==> src/rtl/priority_slot_task_queue_top_assert.svh <==
// ----------------------------------------------------------------------------
// Priority slot task queue - assertion macros
// Shared property forms for the checks at the end of the top level.
// ----------------------------------------------------------------------------
`ifndef PRIORITY_SLOT_TASK_QUEUE_TOP_ASSERT_SVH
`define PRIORITY_SLOT_TASK_QUEUE_TOP_ASSERT_SVH

// Same-cycle implication, disabled while reset is applied.
`define PSQ_ASSERT_IMPLY(label, clk, rst_n, ante, cons, msg) \
	label: assert property (@(posedge clk) disable iff (!(rst_n)) (ante) |-> (cons)) \
		else $error(msg);

// Next-cycle implication, disabled while reset is applied.
`define PSQ_ASSERT_NEXT(label, clk, rst_n, ante, cons, msg) \
	label: assert property (@(posedge clk) disable iff (!(rst_n)) (ante) |=> (cons)) \
		else $error(msg);

`endif

==> src/rtl/psq_pkg.sv <==
// ----------------------------------------------------------------------------
// Priority slot task queue - package
// Shared constants, operation codes and controller/datapath interface types.
// ----------------------------------------------------------------------------
package psq_pkg;

	// Default number of priority slots.
	localparam int NUM_SLOTS_DEF = 16;

	// Task ids are six bits wide, so the task table has one entry per id.
	localparam int TASK_W    = 6;
	localparam int NUM_TASKS = 1 << TASK_W;
	localparam int LINK_W    = TASK_W + 1;
	localparam int PRIO_W    = 8;

	// Link value that marks the end of a slot list.
	localparam logic [LINK_W-1:0] LINK_NONE = LINK_W'(NUM_TASKS);

	// Operation codes on func.
	localparam logic FUNC_ENQ = 1'b0;
	localparam logic FUNC_DEQ = 1'b1;

	// Controller to datapath commands.
	typedef struct packed {
		logic enq_start;    // accept enqueue: read tail, write head/link, set slot
		logic deq_start;    // accept dequeue: read head of top slot
		logic deq_link_rd;  // read link of dequeued task
		logic enq_commit;   // link old tail to new task, write tail
		logic deq_commit;   // advance head or drop slot
		logic load_out;     // load result beat into output register
	} cmd_t;

	// Datapath to controller status.
	typedef struct packed {
		logic out_free;     // output register can take a beat this cycle
		logic deq_empty;    // dequeue in flight found the queue empty
	} status_t;

endpackage

==> src/rtl/psq_ram.sv <==
// ----------------------------------------------------------------------------
// Priority slot task queue - generic RAM
// One write port, one read port, registered read data held when not reading.
// ----------------------------------------------------------------------------
module psq_ram #(
	parameter int WIDTH = 8,
	parameter int DEPTH = 16,
	localparam int AddrW = (DEPTH > 1) ? $clog2(DEPTH) : 1
) (
	input  logic             clk,
	input  logic             we,
	input  logic [AddrW-1:0] waddr,
	input  logic [WIDTH-1:0] wdata,
	input  logic             re,
	input  logic [AddrW-1:0] raddr,
	output logic [WIDTH-1:0] rdata
);

	logic [WIDTH-1:0] mem_q [DEPTH];
	logic [WIDTH-1:0] rdata_q;

	always_ff @(posedge clk) begin
		if (we) begin
			mem_q[waddr] <= wdata;
		end
		if (re) begin
			rdata_q <= mem_q[raddr];
		end
	end

	assign rdata = rdata_q;

endmodule

==> src/rtl/psq_ctrl.sv <==
// ----------------------------------------------------------------------------
// Priority slot task queue - controller
// Sequences enqueue and dequeue steps and hands results to the output stage.
// ----------------------------------------------------------------------------
module psq_ctrl (
	input  logic              clk,
	input  logic              arst_n,
	input  logic              in_valid,
	input  logic              func,
	input  psq_pkg::status_t  stat,
	output logic              in_stall,
	output psq_pkg::cmd_t     cmd
);

	typedef enum logic [1:0] {
		ST_IDLE,
		ST_ENQ_COMMIT,
		ST_DEQ_LINK,
		ST_DEQ_COMMIT
	} state_t;

	state_t state_q;
	state_t state_d;

	always_comb begin
		cmd     = '0;
		state_d = state_q;
		case (state_q)
			ST_IDLE: begin
				if (in_valid) begin
					if (func == psq_pkg::FUNC_DEQ) begin
						cmd.deq_start = 1'b1;
						state_d       = ST_DEQ_LINK;
					end else begin
						cmd.enq_start = 1'b1;
						state_d       = ST_ENQ_COMMIT;
					end
				end
			end
			ST_ENQ_COMMIT: begin
				if (stat.out_free) begin
					cmd.enq_commit = 1'b1;
					cmd.load_out   = 1'b1;
					state_d        = ST_IDLE;
				end
			end
			ST_DEQ_LINK: begin
				if (stat.deq_empty) begin
					// empty queue: report no task, state untouched
					if (stat.out_free) begin
						cmd.load_out = 1'b1;
						state_d      = ST_IDLE;
					end
				end else begin
					cmd.deq_link_rd = 1'b1;
					state_d         = ST_DEQ_COMMIT;
				end
			end
			ST_DEQ_COMMIT: begin
				if (stat.out_free) begin
					cmd.deq_commit = 1'b1;
					cmd.load_out   = 1'b1;
					state_d        = ST_IDLE;
				end
			end
			default: begin
				state_d = ST_IDLE;
			end
		endcase
	end

	always_ff @(posedge clk or negedge arst_n) begin
		if (!arst_n) begin
			state_q <= ST_IDLE;
		end else begin
			state_q <= state_d;
		end
	end

	assign in_stall = (state_q != ST_IDLE);

endmodule

==> src/rtl/psq_datapath.sv <==
// ----------------------------------------------------------------------------
// Priority slot task queue - datapath
// Slot head/tail and task link memories, slot occupancy, top slot tracking,
// and the output register.
// ----------------------------------------------------------------------------
module psq_datapath #(
	parameter int NUM_SLOTS = psq_pkg::NUM_SLOTS_DEF,
	localparam int SlotW = (NUM_SLOTS > 1) ? $clog2(NUM_SLOTS) : 1,
	localparam int TopW  = $clog2(NUM_SLOTS + 1)
) (
	input  logic                        clk,
	input  logic                        arst_n,
	input  psq_pkg::cmd_t               cmd,
	output psq_pkg::status_t            stat,
	input  logic [psq_pkg::TASK_W-1:0]  task_id,
	input  logic [psq_pkg::PRIO_W-1:0]  priority_req,
	input  logic                        out_stall,
	output logic                        out_valid,
	output logic                        was_empty,
	output logic                        task_valid,
	output logic [psq_pkg::TASK_W-1:0]  out_task
);

	localparam int TASK_W = psq_pkg::TASK_W;
	localparam int LINK_W = psq_pkg::LINK_W;

	// control state
	logic [NUM_SLOTS-1:0] occ_q;
	logic [TopW-1:0]      top_q;
	logic                 out_valid_q;

	// per-item registers
	logic [TASK_W-1:0] tid_q;
	logic [SlotW-1:0]  slot_q;
	logic              occ_was_q;
	logic              was_empty_q;
	logic              op_deq_q;
	logic              deq_empty_q;

	// output payload
	logic              was_empty_q_o;
	logic              task_valid_q;
	logic [TASK_W-1:0] out_task_q;

	// memory ports
	logic              head_we;
	logic [SlotW-1:0]  head_waddr;
	logic [TASK_W-1:0] head_wdata;
	logic [TASK_W-1:0] head_rdata;
	logic              tail_we;
	logic [TASK_W-1:0] tail_rdata;
	logic              link_we;
	logic [TASK_W-1:0] link_waddr;
	logic [LINK_W-1:0] link_wdata;
	logic [LINK_W-1:0] link_rdata;

	logic [SlotW-1:0]  prio_c;
	logic              empty_now;
	logic              occ_hit;
	logic              nxt_none;
	logic              enc_found;
	logic [SlotW-1:0]  enc_idx;

	// clamp priority to the top slot
	always_comb begin
		if (32'(priority_req) >= 32'(NUM_SLOTS)) begin
			prio_c = SlotW'(NUM_SLOTS - 1);
		end else begin
			prio_c = SlotW'(priority_req);
		end
	end

	assign empty_now = (top_q == TopW'(NUM_SLOTS));
	assign occ_hit   = occ_q[prio_c];
	assign nxt_none  = (link_rdata == psq_pkg::LINK_NONE);

	// highest occupied slot other than the one being dropped
	always_comb begin
		enc_found = 1'b0;
		enc_idx   = '0;
		for (int i = 0; i < NUM_SLOTS; i++) begin
			if (occ_q[SlotW'(i)] && (SlotW'(i) != slot_q)) begin
				enc_found = 1'b1;
				enc_idx   = SlotW'(i);
			end
		end
	end

	always_comb begin
		head_we    = 1'b0;
		head_waddr = slot_q;
		head_wdata = link_rdata[TASK_W-1:0];
		if (cmd.enq_start) begin
			head_we    = !occ_hit;
			head_waddr = prio_c;
			head_wdata = task_id;
		end else if (cmd.deq_commit) begin
			head_we = !nxt_none;
		end
	end

	always_comb begin
		link_we    = 1'b0;
		link_waddr = task_id;
		link_wdata = psq_pkg::LINK_NONE;
		if (cmd.enq_start) begin
			link_we = 1'b1;
		end else if (cmd.enq_commit) begin
			link_we    = occ_was_q;
			link_waddr = tail_rdata;
			link_wdata = LINK_W'(tid_q);
		end
	end

	assign tail_we = cmd.enq_commit;

	psq_ram #(.WIDTH(TASK_W), .DEPTH(NUM_SLOTS)) u_head (
		.clk   (clk),
		.we    (head_we),
		.waddr (head_waddr),
		.wdata (head_wdata),
		.re    (cmd.deq_start),
		.raddr (SlotW'(top_q)),
		.rdata (head_rdata)
	);

	psq_ram #(.WIDTH(TASK_W), .DEPTH(NUM_SLOTS)) u_tail (
		.clk   (clk),
		.we    (tail_we),
		.waddr (slot_q),
		.wdata (tid_q),
		.re    (cmd.enq_start),
		.raddr (prio_c),
		.rdata (tail_rdata)
	);

	psq_ram #(.WIDTH(LINK_W), .DEPTH(psq_pkg::NUM_TASKS)) u_link (
		.clk   (clk),
		.we    (link_we),
		.waddr (link_waddr),
		.wdata (link_wdata),
		.re    (cmd.deq_link_rd),
		.raddr (head_rdata),
		.rdata (link_rdata)
	);

	always_ff @(posedge clk or negedge arst_n) begin
		if (!arst_n) begin
			occ_q       <= '0;
			top_q       <= TopW'(NUM_SLOTS);
			out_valid_q <= 1'b0;
		end else begin
			if (cmd.enq_start) begin
				occ_q[prio_c] <= 1'b1;
				if (empty_now || (TopW'(prio_c) > top_q)) begin
					top_q <= TopW'(prio_c);
				end
			end
			if (cmd.deq_commit && nxt_none) begin
				occ_q[slot_q] <= 1'b0;
				top_q         <= enc_found ? TopW'(enc_idx) : TopW'(NUM_SLOTS);
			end
			if (cmd.load_out) begin
				out_valid_q <= 1'b1;
			end else if (!out_stall) begin
				out_valid_q <= 1'b0;
			end
		end
	end

	always_ff @(posedge clk) begin
		if (cmd.enq_start) begin
			tid_q       <= task_id;
			slot_q      <= prio_c;
			occ_was_q   <= occ_hit;
			was_empty_q <= empty_now;
			op_deq_q    <= 1'b0;
		end
		if (cmd.deq_start) begin
			slot_q      <= SlotW'(top_q);
			deq_empty_q <= empty_now;
			op_deq_q    <= 1'b1;
		end
		if (cmd.load_out) begin
			was_empty_q_o <= !op_deq_q && was_empty_q;
			task_valid_q  <= op_deq_q && !deq_empty_q;
			out_task_q    <= (op_deq_q && !deq_empty_q) ? head_rdata : '0;
		end
	end

	assign stat.out_free  = !out_valid_q || !out_stall;
	assign stat.deq_empty = deq_empty_q;

	assign out_valid  = out_valid_q;
	assign was_empty  = was_empty_q_o;
	assign task_valid = task_valid_q;
	assign out_task   = out_task_q;

endmodule

==> src/rtl/priority_slot_task_queue_top.sv <==
// ----------------------------------------------------------------------------
// Priority slot task queue - top level
// Strict-priority ready queue with one linked-list FIFO per priority slot.
// ----------------------------------------------------------------------------
// An input beat with func = enqueue appends task_id to the FIFO of slot
// priority_req (clamped to the top slot) and returns was_empty, set when the
// whole queue held nothing before it. A beat with func = dequeue removes the
// head of the highest occupied slot and returns it in out_task with
// task_valid set; on an empty queue it returns task_valid = 0, out_task = 0.
// Every input beat yields exactly one output beat, in order. A task id must
// not be enqueued while it is still queued. The block works on one item at a
// time: an enqueue passes through acceptance and commit, a dequeue through
// acceptance, link read and commit (neither on an empty queue). The
// dequeue steps follow two chained registered memory reads, slot head then
// task link, before the slot moves on. A finished result sits in the output
// register, so the next item is accepted while that beat is still stalled;
// an item only waits when its own result finds the output register full.
// No clearing pass is needed after reset: the slot head, tail and link
// memories are only read where an occupancy bit or a link written earlier
// vouches for them.
// ----------------------------------------------------------------------------
`include "priority_slot_task_queue_top_assert.svh"

module priority_slot_task_queue_top #(
	parameter int NUM_SLOTS = psq_pkg::NUM_SLOTS_DEF
) (
	input  logic                        clk,
	input  logic                        arst_n,
	// input channel
	input  logic                        in_valid,
	output logic                        in_stall,
	input  logic                        func,
	input  logic [psq_pkg::TASK_W-1:0]  task_id,
	input  logic [psq_pkg::PRIO_W-1:0]  priority_req,
	// output channel
	output logic                        out_valid,
	input  logic                        out_stall,
	output logic                        was_empty,
	output logic                        task_valid,
	output logic [psq_pkg::TASK_W-1:0]  out_task
);

	psq_pkg::cmd_t    cmd;
	psq_pkg::status_t stat;

	// Controller: sequence the memory steps of each item.
	psq_ctrl u_ctrl (
		.clk      (clk),
		.arst_n   (arst_n),
		.in_valid (in_valid),
		.func     (func),
		.stat     (stat),
		.in_stall (in_stall),
		.cmd      (cmd)
	);

	// Datapath: slot lists, occupancy, top slot and output register.
	psq_datapath #(.NUM_SLOTS(NUM_SLOTS)) u_dp (
		.clk          (clk),
		.arst_n       (arst_n),
		.cmd          (cmd),
		.stat         (stat),
		.task_id      (task_id),
		.priority_req (priority_req),
		.out_stall    (out_stall),
		.out_valid    (out_valid),
		.was_empty    (was_empty),
		.task_valid   (task_valid),
		.out_task     (out_task)
	);

	// A result is never loaded over a beat that is still waiting.
	`PSQ_ASSERT_IMPLY(a_load_into_free, clk, arst_n, cmd.load_out, stat.out_free, "result overwrote a stalled beat")

	// An accepted item holds off the next one while it is busy.
	`PSQ_ASSERT_NEXT(a_one_item, clk, arst_n, in_valid && !in_stall, in_stall, "second item accepted while busy")

	// A taken beat without a fresh result is not shown again.
	`PSQ_ASSERT_NEXT(a_no_repeat, clk, arst_n, out_valid && !out_stall && !cmd.load_out, !out_valid, "output beat repeated")

	// Enqueue and dequeue result flags never appear together.
	`PSQ_ASSERT_IMPLY(a_flags_apart, clk, arst_n, out_valid, !(was_empty && task_valid), "was_empty and task_valid both set")

endmodule

==> config.mk <==
export PLATFORM = sky130hd
export DESIGN_NAME = priority_slot_task_queue_top
export DESIGN_NICKNAME = d
export VERILOG_FILES = /design/src/rtl/psq_pkg.sv /design/src/rtl/psq_ram.sv /design/src/rtl/psq_ctrl.sv /design/src/rtl/psq_datapath.sv /design/src/rtl/priority_slot_task_queue_top.sv
export VERILOG_INCLUDE_DIRS = /design/src /design/src/rtl
export SDC_FILE = /design/constraint.sdc
export NUM_CORES = 1
export LEC_CHECK = 0
export ABC_CLOCK_PERIOD_IN_PS = 10100
export BUFFER_PORTS_ARGS = -buffer_cell sky130_fd_sc_hd__buf_4
export CAP_MARGIN = 15
export CELL_PAD_IN_SITES_DETAIL_PLACEMENT = 0
export CELL_PAD_IN_SITES_GLOBAL_PLACEMENT = 2
export CORE_UTILIZATION = 40
export CTS_CLUSTER_DIAMETER = 150
export DETAILED_ROUTE_END_ITERATION = 10
export PLACE_DENSITY_LB_ADDON = 0.1
export SLEW_MARGIN = 30
export SYNTH_ARGS = -nofsm -noshare
export SYNTH_HDL_FRONTEND = slang
export SYNTH_SLANG_ARGS = --single-unit
export TNS_END_PERCENT = 50
==> constraint.sdc <==
create_clock -name clk -period 10.1 [get_ports clk]
set_input_delay 2.525 -clock clk [delete_from_list [all_inputs] [get_ports clk]]
set_output_delay 2.525 -clock clk [all_outputs]
set_load 0.005 [all_outputs]
Word level (Yosys, flattened, before mapping)

Memory sizes are Yosys's and may differ from the RTL's. A register that Yosys moved wholly into a read port is not among the register bits.
Cells that the tools add are included.

Register bits: 46
Memory bits (writable): 640
Memories kept: 3
Word-level logic and storage cells: 131

Memory list:

| name              | depth | bits a word | read ports | clocked after Yosys merged registers in | wr ports | RTL line      | source |
|---|---|---|---|---|---|---|---|
| u_dp.u_link.mem_q | 64    | 7           | 1          | 1                                       | 1        | psq_ram.sv:19 | `logic [WIDTH-1:0] mem_q [DEPTH];` |
| u_dp.u_head.mem_q | 16    | 6           | 1          | 1                                       | 1        | psq_ram.sv:19 |  |
| u_dp.u_tail.mem_q | 16    | 6           | 1          | 1                                       | 1        | psq_ram.sv:19 |  |

Bitwise logic cells: 3
Magnitude comparators: 6
Reduce and logical (&&, ||, !) cells: 28
Equal/unequal tests: 14
Multiplexer cells: 64

Operators by type and width:

| operator             | count |
|---|---|
| $mux W1              | 32 |
| $mux W16             | 2 |
| $mux W5              | 4 |
| $mux W2              | 9 |
| $mux W6              | 3 |
| $and A16 B16 Y16     | 1 |
| $ne A3 B4 Y1 const A | 4 |
| $not A16 Y16         | 1 |
| $or A16 B16 Y16      | 1 |
| $mux W7              | 2 |
| $logic_and A1 B1 Y1  | 13 |
| $mux W3              | 4 |
| $mux W4              | 3 |
| $lt A4 B5 Y1 const B | 2 |
| $demux W1 S4         | 2 |
| $ge A4 B1 Y1 const B | 2 |
| $ge A8 B5 Y1 const B | 1 |
| $ne A2 B4 Y1 const A | 2 |
| $eq A7 B7 Y1 const B | 1 |
| $logic_not A1 Y1     | 6 |
| $pmux W2 S3          | 1 |
| $reduce_bool A2 Y1   | 3 |
| $eq A5 B5 Y1 const B | 1 |
| $gt A4 B5 Y1         | 1 |
| other kinds (12)     | 14 |

Depth between registers and ports, before layout

Word-level depth: 12
Gate-level depth with buffers: 12
Gate-level depth less buffers: 10

Modules after synthesis

A second synthesis with hierarchy kept.

Cell total of the unflattened synthesis: 1452
Area total of the unflattened synthesis: 28270.9 um^2

Modules (own cells, without submodules):

| module                     | area each (um^2) | cells each | instances |
|---|---|---|---|
| psq_ram at u_dp.u_link     | 17705.7          | 827        | 1 |
| psq_ram at u_dp.u_head ... | 3955.0           | 178        | 2 |
| psq_datapath               | 2498.6           | 251        | 1 |
| psq_ctrl                   | 156.4            | 18         | 1 |

Least setup slack after synthesis

OpenSTA, ideal clock, no wires.

Path type: input to register
Start: in out_stall
End: mem u_dp.u_link.mem_q[12][0] (netlist bit), enable pin
Library setup time: 360 ps
Setup slack: 4609 ps
Arrival: 5131 ps
Cell stages on the path: 8
Buffers on the path: 1
Data required time: 9740 ps
Path through: a21bo_2 -> nor2_1 -> inv_1 -> clkbuf_1 -> nand3b_1 -> o22ai_1 -> nand2_1 -> nor2_1

Cells in the longest elaborated chain, start to end: 8
Elaborated cells on any way between the ends: 10
Those cells by class: 8 x mux; 2 x reduce/logical

Ends and longest elaborated chain:

| what                          | RTL line                           | source |
|---|---|---|
| start: declaration            | priority_slot_task_queue_top.sv:37 | `input logic out_stall,` |
| $logic_not A1 Y1 (*)          | -                                  |  |
| $logic_or A1 B1 Y1 (*)        | psq_datapath.sv:191                | `assign stat.out_free = !out_valid_q \|\| !out_stall;` |
| $mux W1 (*)                   | psq_ctrl.sv:41                     | `if (stat.out_free) begin` |
| $mux W1 (*)                   | psq_ctrl.sv:28                     | `case (state_q)` |
| $mux W1                       | psq_datapath.sv:108                | `end else if (cmd.enq_commit) begin` |
| $mux W1                       | psq_datapath.sv:106                | `if (cmd.enq_start) begin` |
| $mux W1                       | psq_ram.sv:23                      | `if (we) begin` |
| $mux W1 (not written as such) | psq_ram.sv:24                      | `mem_q[waddr] <= wdata;` |
| end: declaration              | psq_ram.sv:19                      |  |

Mark *: on every way between the ends. The rest lies on a longest branch, timed or not.

Worst setup path in the final report

Start: in priority_req[1] (netlist bit)
End: mem u_dp.u_head.mem_q[0][1] (netlist bit), enable pin

Cells in the longest elaborated chain, start to end: 8
Elaborated cells on any way between the ends: 9
Those cells by class: 1 x order compare; 7 x mux; 1 x reduce/logical

Ends and longest elaborated chain:

| what                          | RTL line                           | source |
|---|---|---|
| start: declaration            | priority_slot_task_queue_top.sv:34 | `input logic [psq_pkg::PRIO_W-1:0] priority_req,` |
| $ge A8 B5 Y1                  | psq_datapath.sv:66                 | `if (32'(priority_req) >= 32'(NUM_SLOTS)) begin` |
| $mux W4 (*)                   | psq_datapath.sv:66                 |  |
| $bmux W1 S4                   | psq_datapath.sv:74                 | `assign occ_hit = occ_q[prio_c];` |
| $mux W1 (not written as such) | psq_datapath.sv:74                 |  |
| $logic_not A1 Y1              | psq_datapath.sv:94                 | `head_we = !occ_hit;` |
| $mux W1                       | psq_datapath.sv:93                 | `if (cmd.enq_start) begin` |
| $mux W1                       | psq_ram.sv:23                      |  |
| $mux W1 (not written as such) | psq_ram.sv:24                      |  |
| end: declaration              | psq_ram.sv:19                      |  |

Mark *: on every way between the ends. The rest lies on a longest branch, timed or not. The select of a mux whose other input is x is not followed.

==> metrics.txt <==
Critical Path Sink Type register; CP bufs+invs 3; register area share after synthesis 74.2%; synth cell count leaders edfxtp_1, nor2_1, mux4_2; CTS root buf clkbuf_16; worst-path maximum fanout 60; Site Rows 97; routability-driven placement congestion ratio 0.798; sw frac 28.1%; cells after synthesis approximately 1600; clock share of power 34.8%; CTS resizes 0; DR pass1 iterations 5; total CTS buffers between 70 and 80; initial antenna violation count 0; Netlist Area Pre-Place 0.0283 mm2; P&R area growth vs syn 13.4%; number of distinct library cells after synthesis 61; Startpoint Class primary input; Int Pwr 5.62 mW; fmax 0.189 GHz; Post-DP HPWL 44400 um; worst skew pair latency 610 ps; HP Class register to register; Remaining DRCs 0; Slew @ Worst Pin 979 ps; CP cell instances buf_4 > inv_1 > nand3_1 > o22a_1 > a21oi_1 > a2111oi_4 > buf_4 > nor3_1; global-route wire length before repair between 100000 and 150000 um; WL final 70200 um; Crit-path slowest cell nor3_1; Vias/cell 5.52; post-synth top area cell edfxtp_1; syn_nets 1643; maximum vdd drop around 150 uV; critical path type primary input to register; Ports 29; count leader, synth edfxtp_1; Worst EP arrival 5510 ps; vias after detailed routing roughly 15000; fill cell count 6135; worst hold slack between 400 and 500 ps; Seq pwr share 46.8%; top-area cell type share of the netlist area around 72%; die width 268 um; CTS tree yes; buffer depth of the longest clock path 3; die extent in y 268 um; GR Overflow Total 0; dpl cell area between 0.02 and 0.03 mm2; Initial Util about two fifths; TNS Setup 0 ps; #FFs+latches synth 705; clk_skew around 13 ps; number of enable flip-flop cells after synthesis 676; top area cells in the synthesized netlist edfxtp_1, mux4_2, mux2i_1, dfrtp_1, nor2_1; fin area 0.0321 mm2; Post-Place Worst Slack 4130 ps; asr flop ratio synth 3.40%; Worst path most repeated cell buf_4; MaxCap Viol Count 0; CTS clk-pin slew, worst paths around 60 ps; Net Switching 2.20 mW; Comb power frac 18.4%; Syn Area/Cell 17.5 um2; drt initial violations 1064; share of cells above drive strength 1 19.0%; delay of the slowest critical-path stage 780 ps; vias in the first global route roughly 15000; remaining antenna violation count 0; min cycle time layout 5290 ps; ys flop type edfxtp_1; Post-CTS Setup Inserts 0; Sink Count 705; period utilization 52.4%; nets@finish 1693; WP data required roughly 10000 ps; Core ar. 0.0700 mm2; status complete, no violations; WL per Instance 26.3 um; GRT Total Usage 20.1%; Leakage Power 10.4 nW; Setup WS post-layout about 4800 ps; final hold violations 0; # setup viols final 0; Hold-fix buffers, CTS 0; Diodes inserted 0; max_slew headroom 34.2%; Slew Limit Fails 0; CP top delay family buffers and inverters; Die Area a little over 0.07 mm2; H-tree depth 3; largest net degree at the start of global routing 80; Port Buffers 28; PwrDens 244 mW/mm2; unrepaired setup endpoints after global routing no; Synth Warn # 0
sequential cells by signal (all words and copies together) (netlist names), 2 cells and up:
name	count
u_dp.u_head.mem_q	96
u_dp.u_head.rdata	6
u_dp.tid_q	6
u_dp.occ_q	16
u_dp.slot_q	4
u_dp.u_link.mem_q	448
u_dp.u_tail.mem_q	96
u_dp.top_q	5
u_ctrl.state_q	2
u_dp.u_tail.rdata	6
u_dp.u_link.rdata	7
u_dp.out_task	6
cell families after synthesis:
family	after synthesis	synth area share (%)
buf+inv	106	1.59
mux	197	12.3
simple gates	352	5.92
flops	705	74.2
compound gates	256	5.84
fa+ha+maj	4	0.177
cells in the final DEF (no fill, tap or decap), drive strengths merged, types with 14 or more instances in the layout:
cell type,n
and2,14
inv,22
o21ai,71
nand2b,19
clkinv,28
nand2,73
nand3,15
a21oi,53
nor3,42
o22ai,44
mux2i,70
a221oi,32
buf,58
mux4,119
dfrtp,23
clkbuf,102
edfxtp,676
nor2,126
or3,22
metrics by stage:
step	power, mW	utilization (%)	instances
final	7.82	45.8	2671
after global routing	8.13	45.8	2671
after CTS	7.92	45.8	2671
after detailed placement	5.19	42.3	2530
after global placement	5.17	42.2	2530
after floorplan	4.58	-	1620
power by group through the flow:
| stage | Sequential, mW | Clock [mW] | Combinational [mW] |
|---|---|---|---|
| after floorplan | 3.64 | 0 | 0.932 |
| after global placement | 3.72 | 0 | 1.45 |
| after detailed placement | 3.72 | 0 | 1.47 |
| after CTS | 3.66 | 2.79 | 1.47 |
| after global routing | 3.67 | 2.89 | 1.57 |
| final | 3.66 | 2.72 | 1.44 |
per-layer routing:
metal / vias to the layer above / part of all wire, % / global-route usage [%]
li1: 6636 / - / -
met2: 350 / 50 / 34.0
met4: 0 / 2.5 / 6.04
met1: 7650 / 43 / 26.4
met5: - / 0 / 0
met3: 112 / 4.7 / 3.73
path summary, 6_finish.rpt:
path                            slack (ps)               from  cells past startpoint                       to
worst max register to register        6290  u_ctrl.state_q[1]                      8  u_dp.u_head.mem_q[5][2]
worst min-delay path                   490      u_dp.op_deq_q                      1            u_dp.op_deq_q
min in group asynchronous             1820             arst_n                      1           u_dp.out_valid
worst max-delay path                  4810    priority_req[1]                      8  u_dp.u_head.mem_q[0][1]
max in group asynchronous             7960             arst_n                      1            u_dp.top_q[4]
worst min register to register         490      u_dp.op_deq_q                      1            u_dp.op_deq_q
final cells by class:
cell class	instances	area [um2]	share of cell area (%)
Clock buffer	102	2060	6.43
Clock inverter	39	368	1.15
Timing Repair Buffer	58	460	1.43
Inverter	18	67.6	0.211
Tap cell	940	1180	3.66
Multi-Input combinational cell	809	6960	21.7
Sequential cell	705	21000	65.4
Power figures use the tool's default switching activity.
